[config.mk]
export PLATFORM = sky130hd
export DESIGN_NAME = tbc_lerp
export DESIGN_NICKNAME = d
export VERILOG_FILES = /design/src/rtl/tbc_pkg.sv /design/src/rtl/tbc_lerp.sv
export SDC_FILE = /design/constraint.sdc
export NUM_CORES = 2
export LEC_CHECK = 0
export BUFFER_PORTS_ARGS = -buffer_cell sky130_fd_sc_hd__buf_4
export CAP_MARGIN = 0
export CELL_PAD_IN_SITES_DETAIL_PLACEMENT = 1
export CELL_PAD_IN_SITES_GLOBAL_PLACEMENT = 2
export CORE_AREA = 3 3 504 356
export CTS_CLUSTER_SIZE = 10
export DETAILED_ROUTE_END_ITERATION = 8
export DIE_AREA = 0 0 507 359
export GPL_TIMING_DRIVEN = 0
export PLACE_DENSITY_LB_ADDON = 0.1
export SLEW_MARGIN = 20
export SYNTH_ARGS = -nofsm -noshare
export SYNTH_HDL_FRONTEND = slang
export SYNTH_SLANG_ARGS = --single-unit
[constraint.sdc]
create_clock -name i_clk -period 14.33 [get_ports i_clk]
set_clock_uncertainty 0.2 [all_clocks]
set_input_delay 2.1495 -clock i_clk [delete_from_list [all_inputs] [get_ports i_clk]]
set_output_delay 2.1495 -clock i_clk [all_outputs]
set_load 0.01 [all_outputs]
[src/rtl/tbc_pkg.sv]
`default_nettype none
// ============================================================================
// tbc_pkg
// Shared types, widths and constants for the eased tween unit.
// ============================================================================
package tbc_pkg;

    // Fixed-point and time widths
    localparam int FRAC_BITS  = 16;
    localparam int TIME_BITS  = 16;
    localparam int XW         = FRAC_BITS + 1;     // ratio / curve value, holds 1.0
    localparam int DW         = FRAC_BITS + 4;     // bounce distance |22x - k|
    localparam int PW         = FRAC_BITS + 6;     // 22x and 11x
    localparam int MW         = 32 + XW;           // |delta| * v
    localparam int DIV_STAGES = FRAC_BITS + 1;     // one quotient bit per stage

    typedef logic [TIME_BITS-1:0] t_time;
    typedef logic [XW-1:0]        t_ratio;
    typedef logic [DW-1:0]        t_dist;
    typedef logic [PW-1:0]        t_bpos;
    typedef logic [2*XW-1:0]      t_sq;
    typedef logic [2*DW-1:0]      t_dd;
    typedef logic [MW-1:0]        t_mprod;
    typedef logic [31:0]          t_word;
    typedef logic [33:0]          t_wide;

    localparam t_ratio ONE = {1'b1, {FRAC_BITS{1'b0}}};
    localparam logic [FRAC_BITS-1:0] ROUND_UP = {FRAC_BITS{1'b1}};

    // Curve codes
    localparam logic [2:0] CRV_CUBIC_IN   = 3'd1;
    localparam logic [2:0] CRV_CUBIC_OUT  = 3'd2;
    localparam logic [2:0] CRV_QUAD_IN    = 3'd3;
    localparam logic [2:0] CRV_QUAD_OUT   = 3'd4;
    localparam logic [2:0] CRV_BOUNCE_OUT = 3'd5;

    // Bounce-out segment edges (compared against 11x)
    localparam t_bpos BNC_EDGE1 = t_bpos'(4)  << FRAC_BITS;
    localparam t_bpos BNC_EDGE2 = t_bpos'(8)  << FRAC_BITS;
    localparam t_bpos BNC_EDGE3 = t_bpos'(10) << FRAC_BITS;
    // Segment centers (in units of 22x)
    localparam t_bpos BNC_K1 = t_bpos'(12) << FRAC_BITS;
    localparam t_bpos BNC_K2 = t_bpos'(18) << FRAC_BITS;
    localparam t_bpos BNC_K3 = t_bpos'(21) << FRAC_BITS;
    // Segment offsets 3/4, 15/16, 63/64
    localparam t_ratio BNC_C1 = t_ratio'(3)  << (FRAC_BITS - 2);
    localparam t_ratio BNC_C2 = t_ratio'(15) << (FRAC_BITS - 4);
    localparam t_ratio BNC_C3 = t_ratio'(63) << (FRAC_BITS - 6);

    localparam t_word POS_MAX = 32'h7FFF_FFFF;
    localparam t_word POS_MIN = 32'h8000_0000;

    typedef struct packed {
        logic signed [31:0] start_x;
        logic signed [31:0] start_y;
        logic signed [31:0] start_z;
        logic signed [31:0] end_x;
        logic signed [31:0] end_y;
        logic signed [31:0] end_z;
        logic [15:0]        elapsed;
        logic [15:0]        duration;
        logic [2:0]         command;
    } t_in_item;

    typedef struct packed {
        logic signed [31:0] pos_x;
        logic signed [31:0] pos_y;
        logic signed [31:0] pos_z;
        logic               ratio_clamped;
    } t_out_item;

    // Per-axis geometry carried down the pipe: start, sign and |end - start|
    typedef struct packed {
        logic [2:0][31:0] start;
        logic [2:0]       neg;
        logic [2:0][31:0] mag;
    } t_geom;

endpackage
`default_nettype wire

[src/rtl/tbc_lerp.sv]
`default_nettype none
// ============================================================================
// tbc_lerp
// Three-lane interpolation: |delta| * v, floor toward minus infinity,
// add start and saturate to signed 32 bits.
// ============================================================================
module tbc_lerp (
    input  wire logic            i_clk,
    input  wire logic            i_rst_n,
    input  wire logic            i_valid,
    output logic                 o_ready,
    input  wire tbc_pkg::t_ratio i_v,
    input  wire logic            i_clamped,
    input  wire tbc_pkg::t_geom  i_geom,
    output logic                 o_valid,
    input  wire logic            i_ready,
    output tbc_pkg::t_out_item   o_item
);

    logic [2:0] r_v;
    logic [3:0] w_rdy;

    tbc_pkg::t_mprod r0_prod [3];
    logic [2:0]      r0_neg;
    tbc_pkg::t_word  r0_start [3];
    logic            r0_clamp;

    tbc_pkg::t_word  r1_qmag [3];
    logic [2:0]      r1_neg;
    tbc_pkg::t_word  r1_start [3];
    logic            r1_clamp;

    tbc_pkg::t_word  r2_pos [3];
    logic            r2_clamp;

    tbc_pkg::t_mprod n0_prod [3];
    tbc_pkg::t_mprod w_rnd [3];
    tbc_pkg::t_word  n1_qmag [3];
    tbc_pkg::t_wide  w_sum [3];
    tbc_pkg::t_word  n2_pos [3];

    assign w_rdy[3] = i_ready;
    for (genvar k = 0; k < 3; k++) begin : g_rdy
        assign w_rdy[k] = !r_v[k] || w_rdy[k+1];
    end
    assign o_ready = w_rdy[0];

    always_comb begin
        for (int a = 0; a < 3; a++) begin
            n0_prod[a] = tbc_pkg::t_mprod'(i_geom.mag[a]) * tbc_pkg::t_mprod'(i_v);
            // negative span: ceil of the magnitude gives floor of the signed value
            w_rnd[a]   = r0_prod[a]
                       + (r0_neg[a] ? tbc_pkg::t_mprod'(tbc_pkg::ROUND_UP) : '0);
            n1_qmag[a] = tbc_pkg::t_word'(w_rnd[a] >> tbc_pkg::FRAC_BITS);
            if (r1_neg[a]) begin
                w_sum[a] = {{2{r1_start[a][31]}}, r1_start[a]} - {2'b00, r1_qmag[a]};
            end else begin
                w_sum[a] = {{2{r1_start[a][31]}}, r1_start[a]} + {2'b00, r1_qmag[a]};
            end
            if (w_sum[a][33] && (w_sum[a][32:31] != 2'b11)) begin
                n2_pos[a] = tbc_pkg::POS_MIN;
            end else if (!w_sum[a][33] && (w_sum[a][32:31] != 2'b00)) begin
                n2_pos[a] = tbc_pkg::POS_MAX;
            end else begin
                n2_pos[a] = w_sum[a][31:0];
            end
        end
    end

    always_ff @(posedge i_clk) begin
        if (!i_rst_n) begin
            r_v <= '0;
        end else begin
            if (w_rdy[0]) r_v[0] <= i_valid;
            if (w_rdy[1]) r_v[1] <= r_v[0];
            if (w_rdy[2]) r_v[2] <= r_v[1];
        end
    end

    always_ff @(posedge i_clk) begin
        if (w_rdy[0]) begin
            r0_prod  <= n0_prod;
            r0_neg   <= i_geom.neg;
            for (int a = 0; a < 3; a++) begin
                r0_start[a] <= i_geom.start[a];
            end
            r0_clamp <= i_clamped;
        end
        if (w_rdy[1]) begin
            r1_qmag  <= n1_qmag;
            r1_neg   <= r0_neg;
            r1_start <= r0_start;
            r1_clamp <= r0_clamp;
        end
        if (w_rdy[2]) begin
            r2_pos   <= n2_pos;
            r2_clamp <= r1_clamp;
        end
    end

    assign o_valid              = r_v[2];
    assign o_item.pos_x         = r2_pos[0];
    assign o_item.pos_y         = r2_pos[1];
    assign o_item.pos_z         = r2_pos[2];
    assign o_item.ratio_clamped = r2_clamp;

endmodule
`default_nettype wire

Word-level counts from Yosys, hierarchy flattened
Cells that the tools add are included.
- $add $sub $neg: 9
- multiply operators: 3
- eq/ne operators: 3
- multiplexer cells: 9
- reduce and logical (&&, ||, !) cells: 18
- operators by type and width (kind ; number):
    $add 48x16->48 ; 3
    $mul 32x17->48 ; 3
    $add 32x33->34 ; 3
    $mux 34 ; 3
    $sub 32x33->34 ; 3
    $mux 32 ; 3
    $mux 16 ; 3
    $logic_and 1x1->1 ; 6
    $logic_not 1->1 ; 6
    $ne 2x2->1 const B ; 3
    $reduce_bool 2->1 ; 3
    $logic_or 1x1->1 ; 3
- register bits: 540
- logic and storage cells: 65

Longest topological paths before layout
- depth after elaboration: 5
- gate-level depth with buffers: 27
- gate-level depth less buffers: 24

Worst setup path after synthesis
No wires, ideal clock.
- path kind: input to register
- from: input i_ready
- to: register r0_clamp, enable pin
- library setup time: 2523 ps
- data arrival time: 7881 ps
- required time: 11607 ps
- slack: 3726 ps
- cell stages on the path: 2
- path buffers: 0
- path through: nor2b_1 nand3_1
- word-level cells in the longest chain between the ends: 3
- ends and longest elaborated chain (item ; line ; source):
    start, declared ; tbc_lerp.sv:16 ; input wire logic i_ready,
    $logic_or 1x1->1 (3 in a row) ; tbc_lerp.sv:44 ; assign w_rdy[k] = !r_v[k] || w_rdy[k+1];
    via o_ready ; tbc_lerp.sv:11 ; output logic o_ready,
    end signal, assigned ; tbc_lerp.sv:87 ; r0_clamp <= i_clamped;
    end, declared ; tbc_lerp.sv:26 ; logic r0_clamp;
The timed path passes the listed nets, and every way through them passes these cells.
A chain may end at the register's enable or synchronous reset.

==> summary.txt <==
Run status
  – Status: finished, final reports clean

Yosys
  – Post-synthesis mux area share: 0.00140
  – Largest family of logic cells by synthesized area: adder cells
  – Asr flop ratio synth: 0
  – Adder-Cell Fraction of Synth Area: 0.423
  – Yosys reg bits: 540
  – Ys Warns: 0
  – Compound-Gate Fraction of Synth Area: 0.0743
  – Syn_nets: 10.3k
  – Syn Area/Cell: 9.55 sq um
  – Synth Area in XOR/XNOR: 0.0453
  – Count of cell types in the netlist: 83
  – Post-synthesis cell area: 78700 sq um
  – Top FF cell, synth: edfxtp_1
  – Number of synthesized flops with an enable pin: 537
  – Seq/Total Area, Yosys: 0.206
  – Syn Inst Count: 8244
  – Synth Area in Simple Gates: 0.152

Floorplan
  – I/O pin cnt: 316
  – DIE AREA: 182000 sq um
  – # rows: 128
  – Die Ht: 359 um
  – Initial Util: 0.452
  – Die Wd: 507 um
  – Core area: 174000 sq um

Clock tree
  – H-tree depth: 3
  – CTS root buf: clkbuf_16
  – Cts repair resizes: 0
  – CTS sink cnt: 540
  – TritonCTS Buffers: 68
  – # hold bufs at CTS: 0
  – Clock transition at path regs: 0.06 ns
  – Clock latency on the worst-skew pair: 0.74 ns
  – Post-CTS repair timing setup buffer count: 0
  – Clock Path Buffers: 3
  – TritonCTS clock tree: built

Drt
  – DRC: 0
  – Avg WL per Cell: 26.0 um
  – Via count: 60.8k
  – Via density per instance: 5.51
  – Routed Antenna Nets: 0
  – Post-Route WL: 287 mm
  – Drt first pass iters: 5
  – DRT iter0 DRCs: 5356

Worst setup path
  – Worst EP arrival: 11.12 ns
  – Req. time, crit path: 14.60 ns
  – Crit Path Class: primary input to register
  – Critical Path Fanout Max: 11
  – Startpoint types: primary input
  – CP Capture Type: register

Global route
  – Largest net degree at the start of global routing: 66
  – Initial antenna violation count: 30
  – Global-route wire length before repair: 429 mm
  – Global route overflow: 0
  – GR Util All Layers: 0.318
  – Vias in the first global route: 64.7k

Placement
  – HPWL after DPL: 239 mm
  – Inst Count DP: 10.9k
  – Placer Congestion: 0.972
  – Number of port buffers: 288

Timing
  – RSZ-0062 raised after global routing: false
  – Final worst path period need: 10.85 ns
  – Hold Fails Final Rpt: 0
  – Worst Max-Slew Pin Slew: 1.36 ns
  – Final Cycle Share: 0.757
  – Max-slew headroom: 0.0922
  – Final setup violation count: 0
  – Final Max Slew Viols: 0
  – TNS Setup: 0 ns
  – Max Freq: 0.0921 GHz

Worst hold path
  – Hold WC Path Type: register to register

Cells and area
  – Util after Layout: 0.496
  – Synth-to-Final Area Change: 9.75%
  – Share of cells above drive strength 1: 0.0596
  – Commonest non-fill, non-tap cell in the layout: inv_1
  – Most frequent cells in the layout: 1664 x inv_1, 1347 x fa_1, 1202 x nand2_1
  – Post-Layout Cell Count: 11.0k
  – Final nets: 10.7k

Job
  – Max-cap violations: 0
[logic make-up after synthesis]
group	after synthesis
AO/OA/AOI/OAI	913
XOR/XNOR	404
adder cells (fa/ha/maj)	1851
buffers and inverters	2044
flip-flops	540
multiplexers	11
AND/OR/NAND/NOR	2481
[state kept, by name, indices dropped and copies added (netlist names)]
register,cells
r1_neg,3
r_v,3
r1_qmag,96
o_item,96
r0_start,96
r2_clamp,1
r0_neg,3
r0_prod,144
r1_start,96
r1_clamp,1
r0_clamp,1
[worst paths after layout]
path / start / endpoint / slack [ns] / depth (start not counted)
max reg2reg: r1_qmag[35] / o_item[63] / 6.75 / 19
max: i_v[16] / r0_prod[47] / 3.48 / 24
min reg2reg: r0_start[30] / r1_start[30] / 0.21 / 0
min: r0_start[30] / r1_start[30] / 0.21 / 0
[per-layer routing]
metal	up-vias	track usage	part of all wire
met5	-	0	0.00036
met3	277	0.112	0.12
met1	31700	0.486	0.47
li1	26400	-	-
met2	2442	0.430	0.39
met4	14	0.0666	0.021
[cell usage after synthesis (12+ instances only)]
| cell type | instances | area [sq um] |
|---|---|---|
| a211oi_1 | 31 | 233 |
| a21o_1 | 154 | 1160 |
| a21oi_1 | 328 | 1640 |
| a21oi_2 | 12 | 105 |
| a31oi_1 | 29 | 181 |
| and2_1 | 634 | 3970 |
| and3_1 | 63 | 394 |
| and4_1 | 22 | 193 |
| clkbuf_1 | 358 | 1340 |
| edfxtp_1 | 537 | 16100 |
| fa_1 | 1347 | 27000 |
| ha_1 | 504 | 6310 |
| inv_1 | 1665 | 6250 |
| nand2_1 | 1203 | 4520 |
| nand2b_1 | 29 | 181 |
| nand3_1 | 84 | 420 |
| nand4_1 | 49 | 307 |
| nor2_1 | 212 | 796 |
| nor2b_1 | 29 | 181 |
| nor3_1 | 69 | 345 |
| nor4_1 | 22 | 138 |
| o211ai_1 | 18 | 135 |
| o21a_1 | 64 | 480 |
| o21ai_0 | 126 | 631 |
| o21bai_1 | 29 | 218 |
| o31ai_1 | 14 | 105 |
| or3_1 | 15 | 93.8 |
| xnor2_1 | 302 | 2650 |
| xor2_1 | 100 | 876 |
[area by class of cell]
class / count / area, sq um
fillers: 19900 / 87800
multi-input cells: 5660 / 54900
flip-flops and latches: 540 / 16200
inverters: 1665 / 6250
well taps: 2340 / 2930
repair buffers: 307 / 2580
clock buffers: 84 / 1770
plain buffers: 379 / 1550
clock inverters: 19 / 216
diodes: 27 / 67.6
[critical path: stages]
cell      delay [ns]
buf_4           0.25
clkbuf_1        0.53
clkbuf_1        0.96
and2_1          0.29
fa_1            0.46
fa_1            0.47
fa_1            0.57
fa_1            0.47
fa_1            0.52
inv_1           0.06
fa_1            0.48
inv_1           0.05
ha_1            0.26
clkbuf_1        0.27
nand3_1         0.53
or3_1           0.59
or2_2           0.32
o311ai_2        0.08
buf_4           0.26
o21ai_0         0.15
o21ai_0         0.71
a211oi_1        0.27
o21ai_0         0.29
xnor2_1         0.10
[per-stage QoR]
stage | cell area [sq um] | hold slack [ns] | setup WS, ns
final | 86400 | 0.215 | 3.48
after global routing | 86400 | 0.223 | 3.38
after CTS | 86300 | 0.212 | 3.84
after detailed placement | 84300 | 0.205 | 3.08
after global placement | 83800 | 0.202 | -2.73
after floorplan | 78700 | 0.200 | 3.73
Power is left out: the tool's default activity adds up to more than one toggle a clock period on the data nets, which glitch-free logic cannot reach.
