File: src/rtl/tbc_pkg.sv
`default_nettype none
// ============================================================================
// tbc_pkg
// Shared types, widths and constants for the eased tween unit.
// ============================================================================
package tbc_pkg;

    // Fixed-point and time widths
    localparam int FRAC_BITS  = 16;
    localparam int TIME_BITS  = 16;
    localparam int XW         = FRAC_BITS + 1;     // ratio / curve value, holds 1.0
    localparam int DW         = FRAC_BITS + 4;     // bounce distance |22x - k|
    localparam int PW         = FRAC_BITS + 6;     // 22x and 11x
    localparam int MW         = 32 + XW;           // |delta| * v
    localparam int DIV_STAGES = FRAC_BITS + 1;     // one quotient bit per stage

    typedef logic [TIME_BITS-1:0] t_time;
    typedef logic [XW-1:0]        t_ratio;
    typedef logic [DW-1:0]        t_dist;
    typedef logic [PW-1:0]        t_bpos;
    typedef logic [2*XW-1:0]      t_sq;
    typedef logic [2*DW-1:0]      t_dd;
    typedef logic [MW-1:0]        t_mprod;
    typedef logic [31:0]          t_word;
    typedef logic [33:0]          t_wide;

    localparam t_ratio ONE = {1'b1, {FRAC_BITS{1'b0}}};
    localparam logic [FRAC_BITS-1:0] ROUND_UP = {FRAC_BITS{1'b1}};

    // Curve codes
    localparam logic [2:0] CRV_CUBIC_IN   = 3'd1;
    localparam logic [2:0] CRV_CUBIC_OUT  = 3'd2;
    localparam logic [2:0] CRV_QUAD_IN    = 3'd3;
    localparam logic [2:0] CRV_QUAD_OUT   = 3'd4;
    localparam logic [2:0] CRV_BOUNCE_OUT = 3'd5;

    // Bounce-out segment edges (compared against 11x)
    localparam t_bpos BNC_EDGE1 = t_bpos'(4)  << FRAC_BITS;
    localparam t_bpos BNC_EDGE2 = t_bpos'(8)  << FRAC_BITS;
    localparam t_bpos BNC_EDGE3 = t_bpos'(10) << FRAC_BITS;
    // Segment centers (in units of 22x)
    localparam t_bpos BNC_K1 = t_bpos'(12) << FRAC_BITS;
    localparam t_bpos BNC_K2 = t_bpos'(18) << FRAC_BITS;
    localparam t_bpos BNC_K3 = t_bpos'(21) << FRAC_BITS;
    // Segment offsets 3/4, 15/16, 63/64
    localparam t_ratio BNC_C1 = t_ratio'(3)  << (FRAC_BITS - 2);
    localparam t_ratio BNC_C2 = t_ratio'(15) << (FRAC_BITS - 4);
    localparam t_ratio BNC_C3 = t_ratio'(63) << (FRAC_BITS - 6);

    localparam t_word POS_MAX = 32'h7FFF_FFFF;
    localparam t_word POS_MIN = 32'h8000_0000;

    typedef struct packed {
        logic signed [31:0] start_x;
        logic signed [31:0] start_y;
        logic signed [31:0] start_z;
        logic signed [31:0] end_x;
        logic signed [31:0] end_y;
        logic signed [31:0] end_z;
        logic [15:0]        elapsed;
        logic [15:0]        duration;
        logic [2:0]         command;
    } t_in_item;

    typedef struct packed {
        logic signed [31:0] pos_x;
        logic signed [31:0] pos_y;
        logic signed [31:0] pos_z;
        logic               ratio_clamped;
    } t_out_item;

    // Per-axis geometry carried down the pipe: start, sign and |end - start|
    typedef struct packed {
        logic [2:0][31:0] start;
        logic [2:0]       neg;
        logic [2:0][31:0] mag;
    } t_geom;

endpackage
`default_nettype wire

File: src/rtl/tbc_div.sv
`default_nettype none
// ============================================================================
// tbc_div
// Pipelined restoring divider: ratio = elapsed * ONE / duration, one
// quotient bit per stage, with the clamp to 1.0 applied at the last stage.
// ============================================================================
module tbc_div (
    input  wire logic              i_clk,
    input  wire logic              i_rst_n,
    input  wire logic              i_valid,
    output logic                   o_ready,
    input  wire tbc_pkg::t_in_item i_item,
    output logic                   o_valid,
    input  wire logic              i_ready,
    output tbc_pkg::t_ratio        o_x,
    output logic                   o_clamped,
    output logic [2:0]             o_command,
    output tbc_pkg::t_geom         o_geom
);

    logic                 r_v     [tbc_pkg::DIV_STAGES];
    tbc_pkg::t_time       r_rem   [tbc_pkg::DIV_STAGES];
    tbc_pkg::t_time       r_du    [tbc_pkg::DIV_STAGES];
    tbc_pkg::t_ratio      r_q     [tbc_pkg::DIV_STAGES];
    logic                 r_clamp [tbc_pkg::DIV_STAGES];
    logic [2:0]           r_cmd   [tbc_pkg::DIV_STAGES];
    tbc_pkg::t_geom       r_geom  [tbc_pkg::DIV_STAGES];
    logic [tbc_pkg::DIV_STAGES:0] w_rdy;

    assign w_rdy[tbc_pkg::DIV_STAGES] = i_ready;
    assign o_ready = w_rdy[0];

    for (genvar k = 0; k < tbc_pkg::DIV_STAGES; k++) begin : g_stage
        logic            n_v;
        tbc_pkg::t_time  n_rem;
        tbc_pkg::t_time  n_du;
        tbc_pkg::t_ratio n_q;
        logic            n_clamp;
        logic [2:0]      n_cmd;
        tbc_pkg::t_geom  n_geom;

        // a stage takes new contents when it is empty or its contents move on
        assign w_rdy[k] = !r_v[k] || w_rdy[k+1];

        if (k == 0) begin : g_first
            tbc_pkg::t_time  w_el;
            tbc_pkg::t_time  w_du;
            logic [2:0][32:0] w_span;
            logic             w_ge;

            always_comb begin
                w_el      = tbc_pkg::t_time'(i_item.elapsed);
                w_du      = tbc_pkg::t_time'(i_item.duration);
                w_ge      = (w_el >= w_du);
                w_span[0] = {i_item.end_x[31], i_item.end_x}
                          - {i_item.start_x[31], i_item.start_x};
                w_span[1] = {i_item.end_y[31], i_item.end_y}
                          - {i_item.start_y[31], i_item.start_y};
                w_span[2] = {i_item.end_z[31], i_item.end_z}
                          - {i_item.start_z[31], i_item.start_z};

                n_v     = i_valid;
                n_du    = w_du;
                n_clamp = (w_du == '0) || (w_el > w_du);
                // integer bit of the quotient; elapsed <= duration otherwise clamped
                n_q     = w_ge ? tbc_pkg::t_ratio'(1) : '0;
                n_rem   = w_ge ? (w_el - w_du) : w_el;
                n_cmd   = i_item.command;
                n_geom.start[0] = i_item.start_x;
                n_geom.start[1] = i_item.start_y;
                n_geom.start[2] = i_item.start_z;
                // mag holds the raw two's-complement span until stage 1
                for (int a = 0; a < 3; a++) begin
                    n_geom.neg[a] = w_span[a][32];
                    n_geom.mag[a] = w_span[a][31:0];
                end
            end
        end else begin : g_step
            logic [tbc_pkg::TIME_BITS:0] w_two;
            logic [tbc_pkg::TIME_BITS:0] w_dx;
            logic                        w_ge;

            always_comb begin
                w_two   = {r_rem[k-1], 1'b0};
                w_dx    = {1'b0, r_du[k-1]};
                w_ge    = (w_two >= w_dx);
                n_v     = r_v[k-1];
                n_du    = r_du[k-1];
                n_clamp = r_clamp[k-1];
                n_cmd   = r_cmd[k-1];
                n_rem   = w_ge ? tbc_pkg::t_time'(w_two - w_dx) : tbc_pkg::t_time'(w_two);
                if ((k == tbc_pkg::DIV_STAGES - 1) && r_clamp[k-1]) begin
                    n_q = tbc_pkg::ONE;
                end else begin
                    n_q = {r_q[k-1][tbc_pkg::XW-2:0], w_ge};
                end
                n_geom = r_geom[k-1];
                if (k == 1) begin
                    for (int a = 0; a < 3; a++) begin
                        if (r_geom[k-1].neg[a]) begin
                            n_geom.mag[a] = ~r_geom[k-1].mag[a] + 32'd1;
                        end
                    end
                end
            end
        end

        always_ff @(posedge i_clk) begin
            if (!i_rst_n) begin
                r_v[k] <= 1'b0;
            end else if (w_rdy[k]) begin
                r_v[k] <= n_v;
            end
        end

        always_ff @(posedge i_clk) begin
            if (w_rdy[k]) begin
                r_rem[k]   <= n_rem;
                r_du[k]    <= n_du;
                r_q[k]     <= n_q;
                r_clamp[k] <= n_clamp;
                r_cmd[k]   <= n_cmd;
                r_geom[k]  <= n_geom;
            end
        end
    end

    assign o_valid   = r_v[tbc_pkg::DIV_STAGES-1];
    assign o_x       = r_q[tbc_pkg::DIV_STAGES-1];
    assign o_clamped = r_clamp[tbc_pkg::DIV_STAGES-1];
    assign o_command = r_cmd[tbc_pkg::DIV_STAGES-1];
    assign o_geom    = r_geom[tbc_pkg::DIV_STAGES-1];

endmodule
`default_nettype wire

File: config.mk
export PLATFORM = sky130hd
export DESIGN_NAME = tbc_div
export DESIGN_NICKNAME = d
export VERILOG_FILES = /design/src/rtl/tbc_pkg.sv /design/src/rtl/tbc_div.sv
export SDC_FILE = /design/constraint.sdc
export NUM_CORES = 2
export LEC_CHECK = 0
export BUFFER_PORTS_ARGS = -buffer_cell sky130_fd_sc_hd__buf_2
export CORE_MARGIN = 1
export CORE_UTILIZATION = 25
export CTS_CLUSTER_DIAMETER = 30
export DETAILED_ROUTE_END_ITERATION = 8
export GPL_ROUTABILITY_DRIVEN = 0
export GPL_TIMING_DRIVEN = 0
export PLACE_DENSITY = 0.39
export SYNTH_ARGS = -nofsm -noshare
export SYNTH_HDL_FRONTEND = slang
export SYNTH_MEMORY_MAX_BITS = 65536
export SYNTH_SLANG_ARGS = --single-unit
File: constraint.sdc
create_clock -name i_clk -period 18.2 [get_ports i_clk]
set_input_delay 1.82 -clock i_clk [delete_from_list [all_inputs] [get_ports i_clk]]
set_output_delay 1.82 -clock i_clk [all_outputs]
set_load 0.01 [all_outputs]
# Word level (Yosys, flattened, before mapping)

Memories as Yosys holds them, arrays and structs flattened.
Index checks and enable logic that the tools add are counted.
W data, S select, Z words.

Logic and storage cells: 212
RAM bits: 4233
Flip-flop bits (word level): 0
Bits of input ports: 231
Output and inout bits: 218
Memories kept: 7

Memory list:

| name        | words | bits a word | read ports | clocked after Yosys merged registers in | wr ports | line          | RTL |
|---|---|---|---|---|---|---|---|
| r_geom      | 17    | 195         | 17         | 0                                       | 17       | tbc_div.sv:27 | `tbc_pkg::t_geom r_geom [tbc_pkg::DIV_STAGES];` |
| r_q         | 17    | 17          | 17         | 0                                       | 17       | tbc_div.sv:24 | `tbc_pkg::t_ratio r_q [tbc_pkg::DIV_STAGES];` |
| r_du        | 17    | 16          | 16         | 0                                       | 17       | tbc_div.sv:23 | `tbc_pkg::t_time r_du [tbc_pkg::DIV_STAGES];` |
| r_rem       | 17    | 16          | 16         | 0                                       | 17       | tbc_div.sv:22 | `tbc_pkg::t_time r_rem [tbc_pkg::DIV_STAGES];` |
| r_cmd       | 17    | 3           | 17         | 0                                       | 17       | tbc_div.sv:26 | `logic [2:0] r_cmd [tbc_pkg::DIV_STAGES];` |
| r_clamp     | 17    | 1           | 17         | 0                                       | 17       | tbc_div.sv:25 | `logic r_clamp [tbc_pkg::DIV_STAGES];` |
| +1 memories | n/a   | n/a         | n/a        | n/a                                     | n/a      | n/a           |  |

Add/subtract/negate cells: 23
Multiplexer cells: 108
Bitwise operators: 20
Magnitude comparators: 18
Reductions and logical operators: 36

Operators with widths:

| kind                    | number |
|---|---|
| $ge A17 B16 Y1          | 16 |
| $mux W16                | 17 |
| $sub A16 B16 Y16        | 17 |
| $sub A32 B32 Y33        | 3 |
| $add A32 B1 Y32 const B | 3 |
| $mux W32                | 3 |
| $not A32 Y32            | 3 |
| $mux W1                 | 87 |
| $logic_or A1 B1 Y1      | 18 |
| $logic_not A1 Y1        | 17 |
| $mux W17                | 1 |
| $or A1 B1 Y1            | 17 |
| $ge A16 B16 Y1          | 1 |
| $gt A16 B16 Y1          | 1 |
| $logic_not A16 Y1       | 1 |

# Longest topological paths before layout

An unclocked memory read counts as a cell.

Word-level depth: 23
Gate-level depth with buffers: 13
Depth with buffers taken out: 12

# Worst setup path before layout

OpenSTA, ideal clock, no wires.

Path type: input-to-output
From: input port i_ready
To: output port o_ready
Slack: 2.249 ns
Required time: 16.380 ns
Data arrival time: 14.131 ns
Buffers on the path: 1
Stages: 10
Cells stage by stage: and3b_1 -> and3_1 -> clkbuf_1 -> nand2_1 -> nor2_1 -> and3_1 -> and2_1 -> and3_1 -> and2_1 -> nand2_1

Longest elaborated chain between the ends: 17

RTL lines:

| element                           | line          | RTL |
|---|---|---|
| from (decl)                       | tbc_div.sv:14 | `input wire logic i_ready,` |
| $logic_or A1 B1 Y1 (5 in series)  | tbc_div.sv:43 | `assign w_rdy[k] = !r_v[k] \|\| w_rdy[k+1];` |
| named net w_rdy (one bit)         | tbc_div.sv:28 | `logic [tbc_pkg::DIV_STAGES:0] w_rdy;` |
| $logic_or A1 B1 Y1 (12 in series) | tbc_div.sv:43 |  |
| to (decl)                         | tbc_div.sv:11 | `output logic o_ready,` |

The timed path passes the listed nets, and every way through them passes these cells.

# Worst setup path after layout

Ends and elaborated chain as after synthesis.

==> results.yml <==
pwr:
  ir_worst_vdd_mv: 0.105
  clkPwrFrac_pct: 49.5
  p_per_area_mw_per_mm2: 178
  p_comb_share_pct: 10.6
  p_sw_mw: 8.08
  p_leak_nw: 73.5
  totalPowerFinal_mw: 34.3
  internal_power_mw: 26.2
  power_frac_seq_pct: 39.9
  p_sw_share_pct: 23.5
critical_path:
  crit_buf_inv: 7
  cp_top_family: "simple AND/OR/NAND/NOR gates"
  worst-setup-path-type: "in2out"
  r2r.worst_path.cells: 14
  arrival_ps: 7640
  cp.depth: 16
  path_common_cell: "buf_16"
  r2r_slack_ps: 12020
  critPathLaunchType: "input pin"
  path_cells: "buf_2 > and3b_1 > and3_1 > clkbuf_1 > nand2_4 > buf_16 > nor2_1 > and3_1 > and2_1 > and3_1 > and2_1 > nand2_4 > buf_16 > buf_16 > buf_16 > buf_2"
  required_ps: 16380
  setup.worst_path.end_class: "output port"
  path_max_fanout: 59
  slowest_stage: "nor2_1"
  cpPeakStageDelay_ps: 550
routing:
  antenna_left: 0
  drc: 0
  vias_per_cell: 3.91
  routed_wirelength_um: 304000
  wl_per_cell_um: 17.2
  drt_iter0_markers: 3636
  dr.pass1.iters: 8
  dr_total_vias: 69000
logic_synthesis:
  synth_top_area_share_pct: 83.7
  synth_compound_area_share_pct: 3.92
  synth_top_family_by_area: "compound AO/OA/AOI/OAI gates"
  synth_mux_area_share_pct: 0.778
  ys.flop_type: "edfxtp_1"
  synth_edf_count: 4064
  mappedNetlistNets: 8240
  synthAdderAreaFrac_pct: 3.44
  yosysMostFrequentCell: "edfxtp_1"
  syn_area_mm2: 0.146
  ys_ff_latch: 4065
  synth_warnings: 0
  netlist_top_cells_count: "edfxtp_1, inv_1, ha_1, nor2_1, a21oi_1"
  yosysSeqAreaShare_pct: 83.7
  synthTopCellsByArea: "edfxtp_1, ha_1, xnor2_1"
  yosysTopAreaCell: "edfxtp_1"
  synth_cells: 7620
  synth_cell_type_count: 66
  async_reset_ff_share_pct: 0
  syn_avg_cell_area_um2: 19.1
  yosys.area_share.xor_xnor_pct: 2.17
  synth-simple-area-share_pct: 3.54
global_route:
  grt_pass1_wl_um: 450000
  overflow: 0
  grt_max_degree: 111
  antenna_found_initial: 37
  first_global_vias: 74900
  grt_use_total_pct: 10.0
clock_network:
  numCtsBuffers: 935
  postCtsSetupBuffers: 0
  cts_resized: 0
  clockBufferDepth: 4
  htree_num_levels: 6
  cts_tree: "built"
  cts.sinks: 4065
  clk_latency_ps: 1080
  cts_root_buffer: "clkbuf_16"
  ctsHoldBuffers: 0
  path_clk_slew_ps: 50
die:
  die_w_um: 766
  die_area_mm2: 0.586
  io-pin-count: 449
  die_height_um: 766
  rows: 280
  core_area_mm2: 0.581
  initial_core_util_pct: 25.1
placement:
  dpl-instance-area_mm2: 0.160
  placement.io_buffers: 447
  post-place-ws_ps: 8730
  dp_hpwl_um: 205000
  dp.cells: 15900
finish:
  fillers: 55200
  finish.utilization_pct: 33.1
  finalInstanceArea_mm2: 0.193
  final_nets: 9686
  syn2layout_area_growth_pct: 32.1
  final_layout_size_suffix_gt1_share_pct: 24.0
  final_cells: 17700
sta:
  tightest_slew_ps: 1010
  grt_setup_unrepaired: "no"
  clock_skew_ps: 125
  setup_ws_ps: 8740
  hold_viol: 0
  fmax_mhz: 106
  period_share_pct: 52.0
  min_period_ps: 9460
  final-setup-viol-count: 0
  whs_ps: 307
  setup_tns_ps: 0
  slew_violations: 0
  slew_headroom_pct: 32.8
flow_run:
  maxCapViolations: 0
hold_path:
  hp-class: "reg2reg"
  hold_path_depth: 0
run_status:
  outcome: "finished, final reports clean"
[registers in the layout (all words and copies together), names as in the netlist]
name	flops
r_v	17
r_clamp	17
r_geom	3315
r_du	256
r_cmd	51
r_q	153
r_rem	256
[power groups by stage]
stage	logic (mW)	clock network [mW]	registers [mW]
after floorplan	2.62	0	13.5
after global placement	3.54	0	13.8
after detailed placement	3.63	0	13.9
after CTS	3.66	17.4	13.7
after global routing	4.01	17.9	13.9
final	3.63	17.0	13.7
[final timing paths]
path / from / end
worst min-delay path: r_geom[0][471]$_DFFE_PP_ / r_geom[0][666]$_DFFE_PP_
worst max register to register: r_v[16]$_DFF_P_ / r_du[0][2]$_DFFE_PP_
worst max-delay path: i_ready / o_ready
worst min register to register: r_geom[0][471]$_DFFE_PP_ / r_geom[0][666]$_DFFE_PP_
[metal layers]
layer | global-route usage, % | up-vias | routed length (um)
met4 | 4.89 | 8 | 12600
met5 | 0 | - | 45
li1 | - | 32200 | -
met2 | 17.6 | 1838 | 153000
met1 | 11.5 | 34100 | 125000
met3 | 2.25 | 818 | 14000
[worst reg2reg max path, cell delays in order, from the launching register on]
cell and delay [ps]:
dfxtp_1 340, and3b_1 400, and3_1 210, clkbuf_1 450, nand2_4 340, buf_16 320
nor2_1 560, and3_1 400, and2_1 400, and3_1 440, and2_1 410, nand2_4 390
buf_16 370, buf_16 280, buf_16 420
[layout make-up]
cell class                 instances  area, um^2  area share, %
buffer                           264        1790          0.928
clock inverter                   706        9130           4.74
tap                             7755        9700           5.04
antenna                            9        22.5         0.0117
multi-input combinational       2810       20300           10.5
sequential                      4065      122000           63.4
timing repair buffer             509        3910           2.03
clock buffer                    1051       23900           12.4
inverter                         481        1870          0.972
[kinds of logic after synthesis]
group / count (synthesis)
AOI/OAI and AO/OA: 912
buffers and inverters: 745
xor gates and xnor gates: 361
DFF: 4065
muxes: 101
adders and majority gates: 389
and+or+nand+nor: 1047
[placed cells by master, fill, tap and decap left out, types with 58 or more instances in the layout]
cell type / synthesis / layout
a21o_1: 78 / 78
a21oi_1: 287 / 287
buf_16: 0 / 58
buf_2: 0 / 447
buf_4: 212 / 212
bufinv_16: 0 / 161
clkbuf_1: 51 / 164
clkbuf_16: 0 / 938
clkinv_1: 0 / 145
clkinv_2: 0 / 163
clkinvlp_4: 0 / 115
edfxtp_1: 4064 / 4064
ha_1: 370 / 370
inv_1: 481 / 472
mux2_2: 99 / 99
nand2_1: 217 / 210
nand2b_1: 99 / 99
nand3_1: 61 / 60
nor2_1: 319 / 319
nor2b_1: 79 / 79
o21ai_0: 204 / 203
xnor2_1: 252 / 252
xor2_1: 109 / 109
(Power assumes the default switching activity.)
