`src/rtl/tbc_pkg.sv`:
```
`default_nettype none
// ============================================================================
// tbc_pkg
// Shared types, widths and constants for the eased tween unit.
// ============================================================================
package tbc_pkg;

    // Fixed-point and time widths
    localparam int FRAC_BITS  = 16;
    localparam int TIME_BITS  = 16;
    localparam int XW         = FRAC_BITS + 1;     // ratio / curve value, holds 1.0
    localparam int DW         = FRAC_BITS + 4;     // bounce distance |22x - k|
    localparam int PW         = FRAC_BITS + 6;     // 22x and 11x
    localparam int MW         = 32 + XW;           // |delta| * v
    localparam int DIV_STAGES = FRAC_BITS + 1;     // one quotient bit per stage

    typedef logic [TIME_BITS-1:0] t_time;
    typedef logic [XW-1:0]        t_ratio;
    typedef logic [DW-1:0]        t_dist;
    typedef logic [PW-1:0]        t_bpos;
    typedef logic [2*XW-1:0]      t_sq;
    typedef logic [2*DW-1:0]      t_dd;
    typedef logic [MW-1:0]        t_mprod;
    typedef logic [31:0]          t_word;
    typedef logic [33:0]          t_wide;

    localparam t_ratio ONE = {1'b1, {FRAC_BITS{1'b0}}};
    localparam logic [FRAC_BITS-1:0] ROUND_UP = {FRAC_BITS{1'b1}};

    // Curve codes
    localparam logic [2:0] CRV_CUBIC_IN   = 3'd1;
    localparam logic [2:0] CRV_CUBIC_OUT  = 3'd2;
    localparam logic [2:0] CRV_QUAD_IN    = 3'd3;
    localparam logic [2:0] CRV_QUAD_OUT   = 3'd4;
    localparam logic [2:0] CRV_BOUNCE_OUT = 3'd5;

    // Bounce-out segment edges (compared against 11x)
    localparam t_bpos BNC_EDGE1 = t_bpos'(4)  << FRAC_BITS;
    localparam t_bpos BNC_EDGE2 = t_bpos'(8)  << FRAC_BITS;
    localparam t_bpos BNC_EDGE3 = t_bpos'(10) << FRAC_BITS;
    // Segment centers (in units of 22x)
    localparam t_bpos BNC_K1 = t_bpos'(12) << FRAC_BITS;
    localparam t_bpos BNC_K2 = t_bpos'(18) << FRAC_BITS;
    localparam t_bpos BNC_K3 = t_bpos'(21) << FRAC_BITS;
    // Segment offsets 3/4, 15/16, 63/64
    localparam t_ratio BNC_C1 = t_ratio'(3)  << (FRAC_BITS - 2);
    localparam t_ratio BNC_C2 = t_ratio'(15) << (FRAC_BITS - 4);
    localparam t_ratio BNC_C3 = t_ratio'(63) << (FRAC_BITS - 6);

    localparam t_word POS_MAX = 32'h7FFF_FFFF;
    localparam t_word POS_MIN = 32'h8000_0000;

    typedef struct packed {
        logic signed [31:0] start_x;
        logic signed [31:0] start_y;
        logic signed [31:0] start_z;
        logic signed [31:0] end_x;
        logic signed [31:0] end_y;
        logic signed [31:0] end_z;
        logic [15:0]        elapsed;
        logic [15:0]        duration;
        logic [2:0]         command;
    } t_in_item;

    typedef struct packed {
        logic signed [31:0] pos_x;
        logic signed [31:0] pos_y;
        logic signed [31:0] pos_z;
        logic               ratio_clamped;
    } t_out_item;

    // Per-axis geometry carried down the pipe: start, sign and |end - start|
    typedef struct packed {
        logic [2:0][31:0] start;
        logic [2:0]       neg;
        logic [2:0][31:0] mag;
    } t_geom;

endpackage
`default_nettype wire

```
`src/rtl/tbc_curve.sv`:
```
`default_nettype none
// ============================================================================
// tbc_curve
// Four-stage easing curve: operand prep, square, cube/bounce, select.
// ============================================================================
module tbc_curve (
    input  wire logic            i_clk,
    input  wire logic            i_rst_n,
    input  wire logic            i_valid,
    output logic                 o_ready,
    input  wire tbc_pkg::t_ratio i_x,
    input  wire logic            i_clamped,
    input  wire logic [2:0]      i_command,
    input  wire tbc_pkg::t_geom  i_geom,
    output logic                 o_valid,
    input  wire logic            i_ready,
    output tbc_pkg::t_ratio      o_v,
    output logic                 o_clamped,
    output tbc_pkg::t_geom       o_geom
);

    logic [3:0] r_v;
    logic [4:0] w_rdy;

    // stage 0: mirrored operand, bounce distance and offset
    tbc_pkg::t_ratio r0_a, r0_c;
    tbc_pkg::t_dist  r0_d;
    logic [2:0]      r0_cmd;
    logic            r0_clamp;
    tbc_pkg::t_geom  r0_geom;
    // stage 1: squares
    tbc_pkg::t_sq    r1_sq2;
    tbc_pkg::t_dd    r1_dd;
    tbc_pkg::t_ratio r1_a, r1_c;
    logic [2:0]      r1_cmd;
    logic            r1_clamp;
    tbc_pkg::t_geom  r1_geom;
    // stage 2: cube product, square, bounce value
    tbc_pkg::t_sq    r2_cube3;
    tbc_pkg::t_ratio r2_sq, r2_bnc;
    logic [2:0]      r2_cmd;
    logic            r2_clamp;
    tbc_pkg::t_geom  r2_geom;
    // stage 3: curve value
    tbc_pkg::t_ratio r3_v;
    logic            r3_clamp;
    tbc_pkg::t_geom  r3_geom;

    tbc_pkg::t_ratio n0_a, n0_c;
    tbc_pkg::t_dist  n0_d;
    tbc_pkg::t_bpos  w_x11, w_p, w_k;
    tbc_pkg::t_sq    n1_sq2;
    tbc_pkg::t_dd    n1_dd;
    tbc_pkg::t_ratio w_sq, n2_bnc;
    tbc_pkg::t_sq    n2_cube3;
    tbc_pkg::t_ratio w_cube, n3_v;

    assign w_rdy[4] = i_ready;
    for (genvar k = 0; k < 4; k++) begin : g_rdy
        assign w_rdy[k] = !r_v[k] || w_rdy[k+1];
    end
    assign o_ready = w_rdy[0];

    always_comb begin
        if (i_command inside {tbc_pkg::CRV_CUBIC_OUT, tbc_pkg::CRV_QUAD_OUT}) begin
            n0_a = tbc_pkg::ONE - i_x;
        end else begin
            n0_a = i_x;
        end
        w_x11 = tbc_pkg::t_bpos'(i_x) * tbc_pkg::t_bpos'(11);
        w_p   = tbc_pkg::t_bpos'(i_x) * tbc_pkg::t_bpos'(22);
        if (w_x11 < tbc_pkg::BNC_EDGE1) begin
            w_k  = '0;
            n0_c = '0;
        end else if (w_x11 < tbc_pkg::BNC_EDGE2) begin
            w_k  = tbc_pkg::BNC_K1;
            n0_c = tbc_pkg::BNC_C1;
        end else if (w_x11 < tbc_pkg::BNC_EDGE3) begin
            w_k  = tbc_pkg::BNC_K2;
            n0_c = tbc_pkg::BNC_C2;
        end else begin
            w_k  = tbc_pkg::BNC_K3;
            n0_c = tbc_pkg::BNC_C3;
        end
        n0_d = tbc_pkg::t_dist'((w_p >= w_k) ? (w_p - w_k) : (w_k - w_p));
    end

    assign n1_sq2 = tbc_pkg::t_sq'(r0_a) * tbc_pkg::t_sq'(r0_a);
    assign n1_dd  = tbc_pkg::t_dd'(r0_d) * tbc_pkg::t_dd'(r0_d);

    assign w_sq     = tbc_pkg::t_ratio'(r1_sq2 >> tbc_pkg::FRAC_BITS);
    assign n2_cube3 = tbc_pkg::t_sq'(w_sq) * tbc_pkg::t_sq'(r1_a);
    assign n2_bnc   = tbc_pkg::t_ratio'(r1_dd >> (tbc_pkg::FRAC_BITS + 6)) + r1_c;

    assign w_cube = tbc_pkg::t_ratio'(r2_cube3 >> tbc_pkg::FRAC_BITS);
    always_comb begin
        case (r2_cmd)
            tbc_pkg::CRV_CUBIC_IN:   n3_v = w_cube;
            tbc_pkg::CRV_CUBIC_OUT:  n3_v = tbc_pkg::ONE - w_cube;
            tbc_pkg::CRV_QUAD_IN:    n3_v = r2_sq;
            tbc_pkg::CRV_QUAD_OUT:   n3_v = tbc_pkg::ONE - r2_sq;
            tbc_pkg::CRV_BOUNCE_OUT: n3_v = r2_bnc;
            default:                 n3_v = '0;
        endcase
    end

    always_ff @(posedge i_clk) begin
        if (!i_rst_n) begin
            r_v <= '0;
        end else begin
            if (w_rdy[0]) r_v[0] <= i_valid;
            if (w_rdy[1]) r_v[1] <= r_v[0];
            if (w_rdy[2]) r_v[2] <= r_v[1];
            if (w_rdy[3]) r_v[3] <= r_v[2];
        end
    end

    always_ff @(posedge i_clk) begin
        if (w_rdy[0]) begin
            r0_a     <= n0_a;
            r0_c     <= n0_c;
            r0_d     <= n0_d;
            r0_cmd   <= i_command;
            r0_clamp <= i_clamped;
            r0_geom  <= i_geom;
        end
        if (w_rdy[1]) begin
            r1_sq2   <= n1_sq2;
            r1_dd    <= n1_dd;
            r1_a     <= r0_a;
            r1_c     <= r0_c;
            r1_cmd   <= r0_cmd;
            r1_clamp <= r0_clamp;
            r1_geom  <= r0_geom;
        end
        if (w_rdy[2]) begin
            r2_cube3 <= n2_cube3;
            r2_sq    <= w_sq;
            r2_bnc   <= n2_bnc;
            r2_cmd   <= r1_cmd;
            r2_clamp <= r1_clamp;
            r2_geom  <= r1_geom;
        end
        if (w_rdy[3]) begin
            r3_v     <= n3_v;
            r3_clamp <= r2_clamp;
            r3_geom  <= r2_geom;
        end
    end

    assign o_valid   = r_v[3];
    assign o_v       = r3_v;
    assign o_clamped = r3_clamp;
    assign o_geom    = r3_geom;

endmodule
`default_nettype wire

```
`config.mk`:
```
export PLATFORM = sky130hd
export DESIGN_NAME = tbc_curve
export DESIGN_NICKNAME = d
export VERILOG_FILES = /design/src/rtl/tbc_pkg.sv /design/src/rtl/tbc_curve.sv
export SDC_FILE = /design/constraint.sdc
export NUM_CORES = 2
export LEC_CHECK = 0
export BUFFER_PORTS_ARGS = -buffer_cell sky130_fd_sc_hd__clkbuf_2
export CAP_MARGIN = 5
export CORE_MARGIN = 2
export CORE_UTILIZATION = 40
export CTS_CLUSTER_DIAMETER = 50
export CTS_CLUSTER_SIZE = 24
export DETAILED_ROUTE_END_ITERATION = 12
export PLACE_DENSITY = 0.54
export SETUP_SLACK_MARGIN = 0.3
export SLEW_MARGIN = 15
export SYNTH_ARGS = -nofsm -noshare
export SYNTH_HDL_FRONTEND = slang
export SYNTH_SLANG_ARGS = --single-unit
```
`constraint.sdc`:
```
create_clock -name i_clk -period 7.79 [get_ports i_clk]
set_clock_uncertainty 0.1 [all_clocks]
set_input_delay 0.779 -clock i_clk [delete_from_list [all_inputs] [get_ports i_clk]]
set_output_delay 0.779 -clock i_clk [all_outputs]
set_load 0.03 [all_outputs]
```
# Word-level counts from Yosys, hierarchy flattened
# Cells that the tools add are included.
# word_totals
input_bits	220
regBits	1041
out_inout_bits	215
wordCells	90
# classes
n_mul	5
add_sub_neg	6
order_cmp	4
n_reduce_logical	10
mux	7
n_eq_ne	7
# op_table
cell	count
$pmux W17 S5	1
$mul A17 B17 Y33	2
$sub A17 B17 Y17 const A	3
$lt A21 B20 Y1 const B	2
$mul A17 B4 Y21 const B	2
$mux W21	2
$sub A20 B20 Y20	2
$mul A20 B20 Y39	1
$ge A22 B22 Y1	1
$lt A21 B19 Y1 const B	1
$mux W20	1
$mux W19	1
$add A17 B17 Y17	1
$mux W17	1
$mux W12	1
$eq A3 B2 Y1 const B	3
$eq A3 B3 Y1 const B	3
$logic_not A1 Y1	4
$logic_or A1 B1 Y1	4
$eq A3 B1 Y1 const B	1
$reduce_bool A2 Y1	1
$reduce_or A2 Y1	1

# Depth between registers and ports, before layout
# logic_depth
depth_word	7
mapped_depth	26
mapped_depth_nobuf	24

# Worst setup path before layout
# OpenSTA, ideal clock, no wires.
# synth_path
path_type	in2reg
from	input port i_ready
to	register r0_a[0], enable pin
stages	3
t_required_ns	5.778
setup_slack_ns	0.536
path_buffers	0
setup_ns	1.912
arrival_ns	5.242
path_cell_list	nor2b_1 -> and3_1 -> nand2_1
# synth_via
elab_chain_cells	4
# synth_lines
element	line	source
start, declared	tbc_curve.sv:16	input wire logic i_ready,
$logic_or A1 B1 Y1 (4 in series)	tbc_curve.sv:60	assign w_rdy[k] = !r_v[k] || w_rdy[k+1];
net o_ready	tbc_curve.sv:10	output logic o_ready,
end signal, assigned	tbc_curve.sv:120	r0_a <= n0_a;
end, declared	tbc_curve.sv:26	tbc_pkg::t_ratio r0_a, r0_c;
# The timed path passes the listed nets, and every way through them passes these cells.
# A chain may end at the register's enable or synchronous reset.

# Worst setup path after layout
# layout_path
from	register r1_sq2[27]
to	register r2_cube3[30], data pin
# layout_via
elab_chain_cells	1
# layout_lines
element	line	source
start, declared	tbc_curve.sv:32	tbc_pkg::t_sq r1_sq2;
start signal, assigned	tbc_curve.sv:128	r1_sq2 <= n1_sq2;
$mul A17 B17 Y33	tbc_curve.sv:92	assign n2_cube3 = tbc_pkg::t_sq'(w_sq) * tbc_pkg::t_sq'(r1_a);
net n2_cube3[30]	tbc_curve.sv:55	tbc_pkg::t_sq n2_cube3;
end signal, assigned	tbc_curve.sv:137	r2_cube3 <= n2_cube3;
end, declared	tbc_curve.sv:39	tbc_pkg::t_sq r2_cube3;
# The timed path passes the listed nets, and every way through them passes these cells.

==> results.yml <==
critical_path:
  end_kind: "flop"
  crit_family: "adder cells"
  cp_cell_sequence: "nand2_1 -> fa_1 -> inv_1 -> fa_1 -> inv_1 -> fa_1 -> inv_1 -> fa_1 -> fa_1 -> inv_1 -> fa_1 -> inv_1 -> ha_1 -> nand2_1 -> o41ai_1 -> a31oi_1 -> o21ai_1 -> nand2_1 -> a311oi_1"
  worst-path-buf-inv: 5
  required_ns: 8.16
  timing.reg2reg.setup_slack_ns: 0.62
  crit_type: "reg2reg"
  cp_slowest_cell: "edfxtp_1"
  reg2regPathDepth: 19
  worst-path-max-fanout: 18
  r2r-start: "r1_sq2[27]"
  startpoint: "r1_sq2[27]"
  cp-start-kind: "flop"
  cp.arrival_ns: 7.54
  worst_path_most_repeated_cell: "fa_1"
  r2r_end: "r2_cube3[30]"
  max_stage_delay_ns: 0.86
synthesis:
  ys_ff_latch: 957
  syn-num-nets: 5778
  synth_area_per_cell_um2: 13.22
  synth-edff-count: 953
  synth-seq-area-share_pct: 48.47
  synth_ff_type: "edfxtp_1"
  syn-cell-area_um2: 59200
  async_flop_share_pct: 0
  synth_cell_types: 69
  synth_cells: 4477
  yosysWarnings: 0
clock_network:
  cts-root-buf: "clkbuf_16"
  insertion_delay_ns: 0.69
  cts.sinks: 957
  cts-buffers-inserted: 85
  h-tree-depth: 3
  clockBufferDepth: 3
  cts_tree: "yes"
  clk_pin_slew_ns: 0.08
timing:
  fin_crit_ns: 7.168
  drv_slew: 0
  setup_violations: 0
  fmax_mhz: 139.5
  relSlewSlack_pct: 31.69
  fin_crit_sh_pct: 92.01
  hold_viol: 0
  rsz0062_at_grt: "true"
  setup_tns_ns: 0
  worst_pin_slew_ns: 1.025
drt:
  drc: 0
  vias_per_cell: 4.727
  ant_nets: 0
  drt_wl_total_mm: 127.4
  drt_iter0_drc: 1823
  vias: 32950
  wl_per_cell_um: 18.28
  firstDrtPassIters: 5
global_route:
  grt_start_max_net_pins: 144
  globalRoute.totalOverflow: 0
  grtUsageTotal_pct: 17.11
  grt_pass1_wl_mm: 200.4
  first_global_vias: 34570
  antenna_found_initial: 10
cells_and_area:
  n_antenna_cell: 0
  ff_latch_area_um2: 28700
  nNetsFinal: 6269
  area_growth_pct: 13.34
  fill_cells: 13270
  drive_gt1_share_pct: 13.87
  multiInputGateArea_um2: 26530
  final_cells: 6970
  final_common_cell: "edfxtp_1"
  final_cell_mix: "edfxtp_1, inv_1, fa_1"
floorplanning:
  die_h_um: 388.7
  io_pins: 435
  core_area_um2: 147300
  start_util_pct: 40.19
  num_rows: 141
  die_w_um: 388.7
  dieArea_um2: 151100
placed_design:
  hpwl_mm: 97.31
  dp.cells: 6772
  globalplace.congestion: 0.8504
  portBuffers: 434
flow_run:
  maxCapViolCount: 0
outcome:
  run_status: "completed"
worst_hold_path:
  hold_depth: 1
  min_to: "r0_geom[65]"
  hp-class: "in2reg"
  min-delay-start: "i_geom[65]"
-- worst register-to-register path, cell delays in order (launching register included) --
cell and delay [ns]:
edfxtp_1 0.86, nand2_1 0.19, fa_1 0.56, inv_1 0.05, fa_1 0.47, inv_1 0.06
fa_1 0.52, inv_1 0.07, fa_1 0.50, fa_1 0.49, inv_1 0.05, fa_1 0.48
inv_1 0.04, ha_1 0.35, nand2_1 0.07, o41ai_1 0.74, a31oi_1 0.41, o21ai_1 0.46
nand2_1 0.18, a311oi_1 0.31
-- logic make-up (layout without fill, tap and decap cells) --
family                   Yosys count  in the layout  share of synthesized area (%)
adder cells (fa/ha/maj)         1081           1081                          31.39
buffers and inverters           1061           1624                          6.754
AND/OR/NAND/NOR                  899            899                          7.342
XOR/XNOR                         133            133                          1.968
AO/OA/AOI/OAI                    303            303                          3.324
multiplexers                      43             43                         0.7481
flip-flops                       957            957                          48.47
-- worst max path at each step --
stage / cells past startpoint / slack, ns / to
global route: 23 / 0.22 / r1_sq2[29]
detailed placement: 21 / 0.24 / r1_sq2[31]
CTS: 22 / 0.33 / r1_sq2[31]
finish: 19 / 0.62 / r2_cube3[30]
global placement: 21 / 0.26 / r1_sq2[31]
floorplan: 3 / 0.54 / r0_a[0]
-- cells in the mapped netlist, types with 15 or more instances --
cell / number / area, µm²
xnor2_1: 92 / 805.8
xor2_1: 41 / 359.1
o21ai_0: 58 / 290.3
a31oi_1: 15 / 93.84
nand3_1: 22 / 110.1
clkbuf_1: 101 / 379.1
edfxtp_1: 953 / 28620
inv_1: 953 / 3577
a21oi_1: 78 / 390.4
fa_1: 674 / 13490
nand2b_1: 15 / 93.84
nor2_1: 108 / 405.4
mux2i_1: 33 / 330.3
and2_1: 236 / 1476
ha_1: 407 / 5092
nand2_1: 392 / 1471
a21o_1: 50 / 375.4
nor3_1: 33 / 165.2
nor2b_1: 23 / 143.9
-- sequential cells by signal, summed over array words and instances (netlist names), 3 cells and up --
register and count:
o_geom 195, o_v 17, r0_a 17, r0_c 3, r0_cmd 3, r0_d 18, r0_geom 195, r1_a 16
r1_c 3, r1_cmd 3, r1_dd 17, r1_geom 195, r1_sq2 18, r2_bnc 17, r2_cmd 3, r2_cube3 17
r2_geom 195, r2_sq 17, r_v 4
-- metrics by stage --
step	utilization (%)	cell area [µm²]	hold slack [ns]	worst slack [ns]
6_report	45.55	67100	0.1352	0.6221
5_1_grt	45.55	67100	0.08610	0.2162
4_1_cts	45.34	66790	0.06429	0.3317
3_5_place_dp	43.25	63720	0.3045	0.2404
3_3_place_gp	43.25	63720	0.3000	0.2575
2_1_floorplan	-	59200	0.3003	0.5360
-- area by class of cell --
| type | count | area share (%) |
|---|---|---|
| inverter | 953 | 5.353 |
| clock buffer | 89 | 3.192 |
| multi-input combinational | 2459 | 39.54 |
| tap | 1930 | 3.599 |
| sequential | 957 | 42.77 |
| clock inverter | 70 | 1.370 |
| timing repair buffer | 512 | 4.184 |
-- layer usage --
metal / wire [µm] / GRT usage (%) / vias to the layer above
met5: 75 / 0 / -
met4: 2084 / 3.962 / 10
met3: 6990 / 3.087 / 139
met2: 59400 / 27.74 / 715
met1: 58890 / 23.99 / 16610
li1: - / - / 15480
-- timing repair --
item | 4_1_cts | 5_1_grt
setup buffers | 2 | 37
gates cloned | 0 | 0
gates resized for setup | 0 | 4
hold buffers | 0 | 0
endpoints found under the hold margin | 0 | 0
setup endpoints to repair | 3 | 10
Power is not shown: default switching activity piles up to over one toggle a cycle in this logic, so the estimate is an artifact.
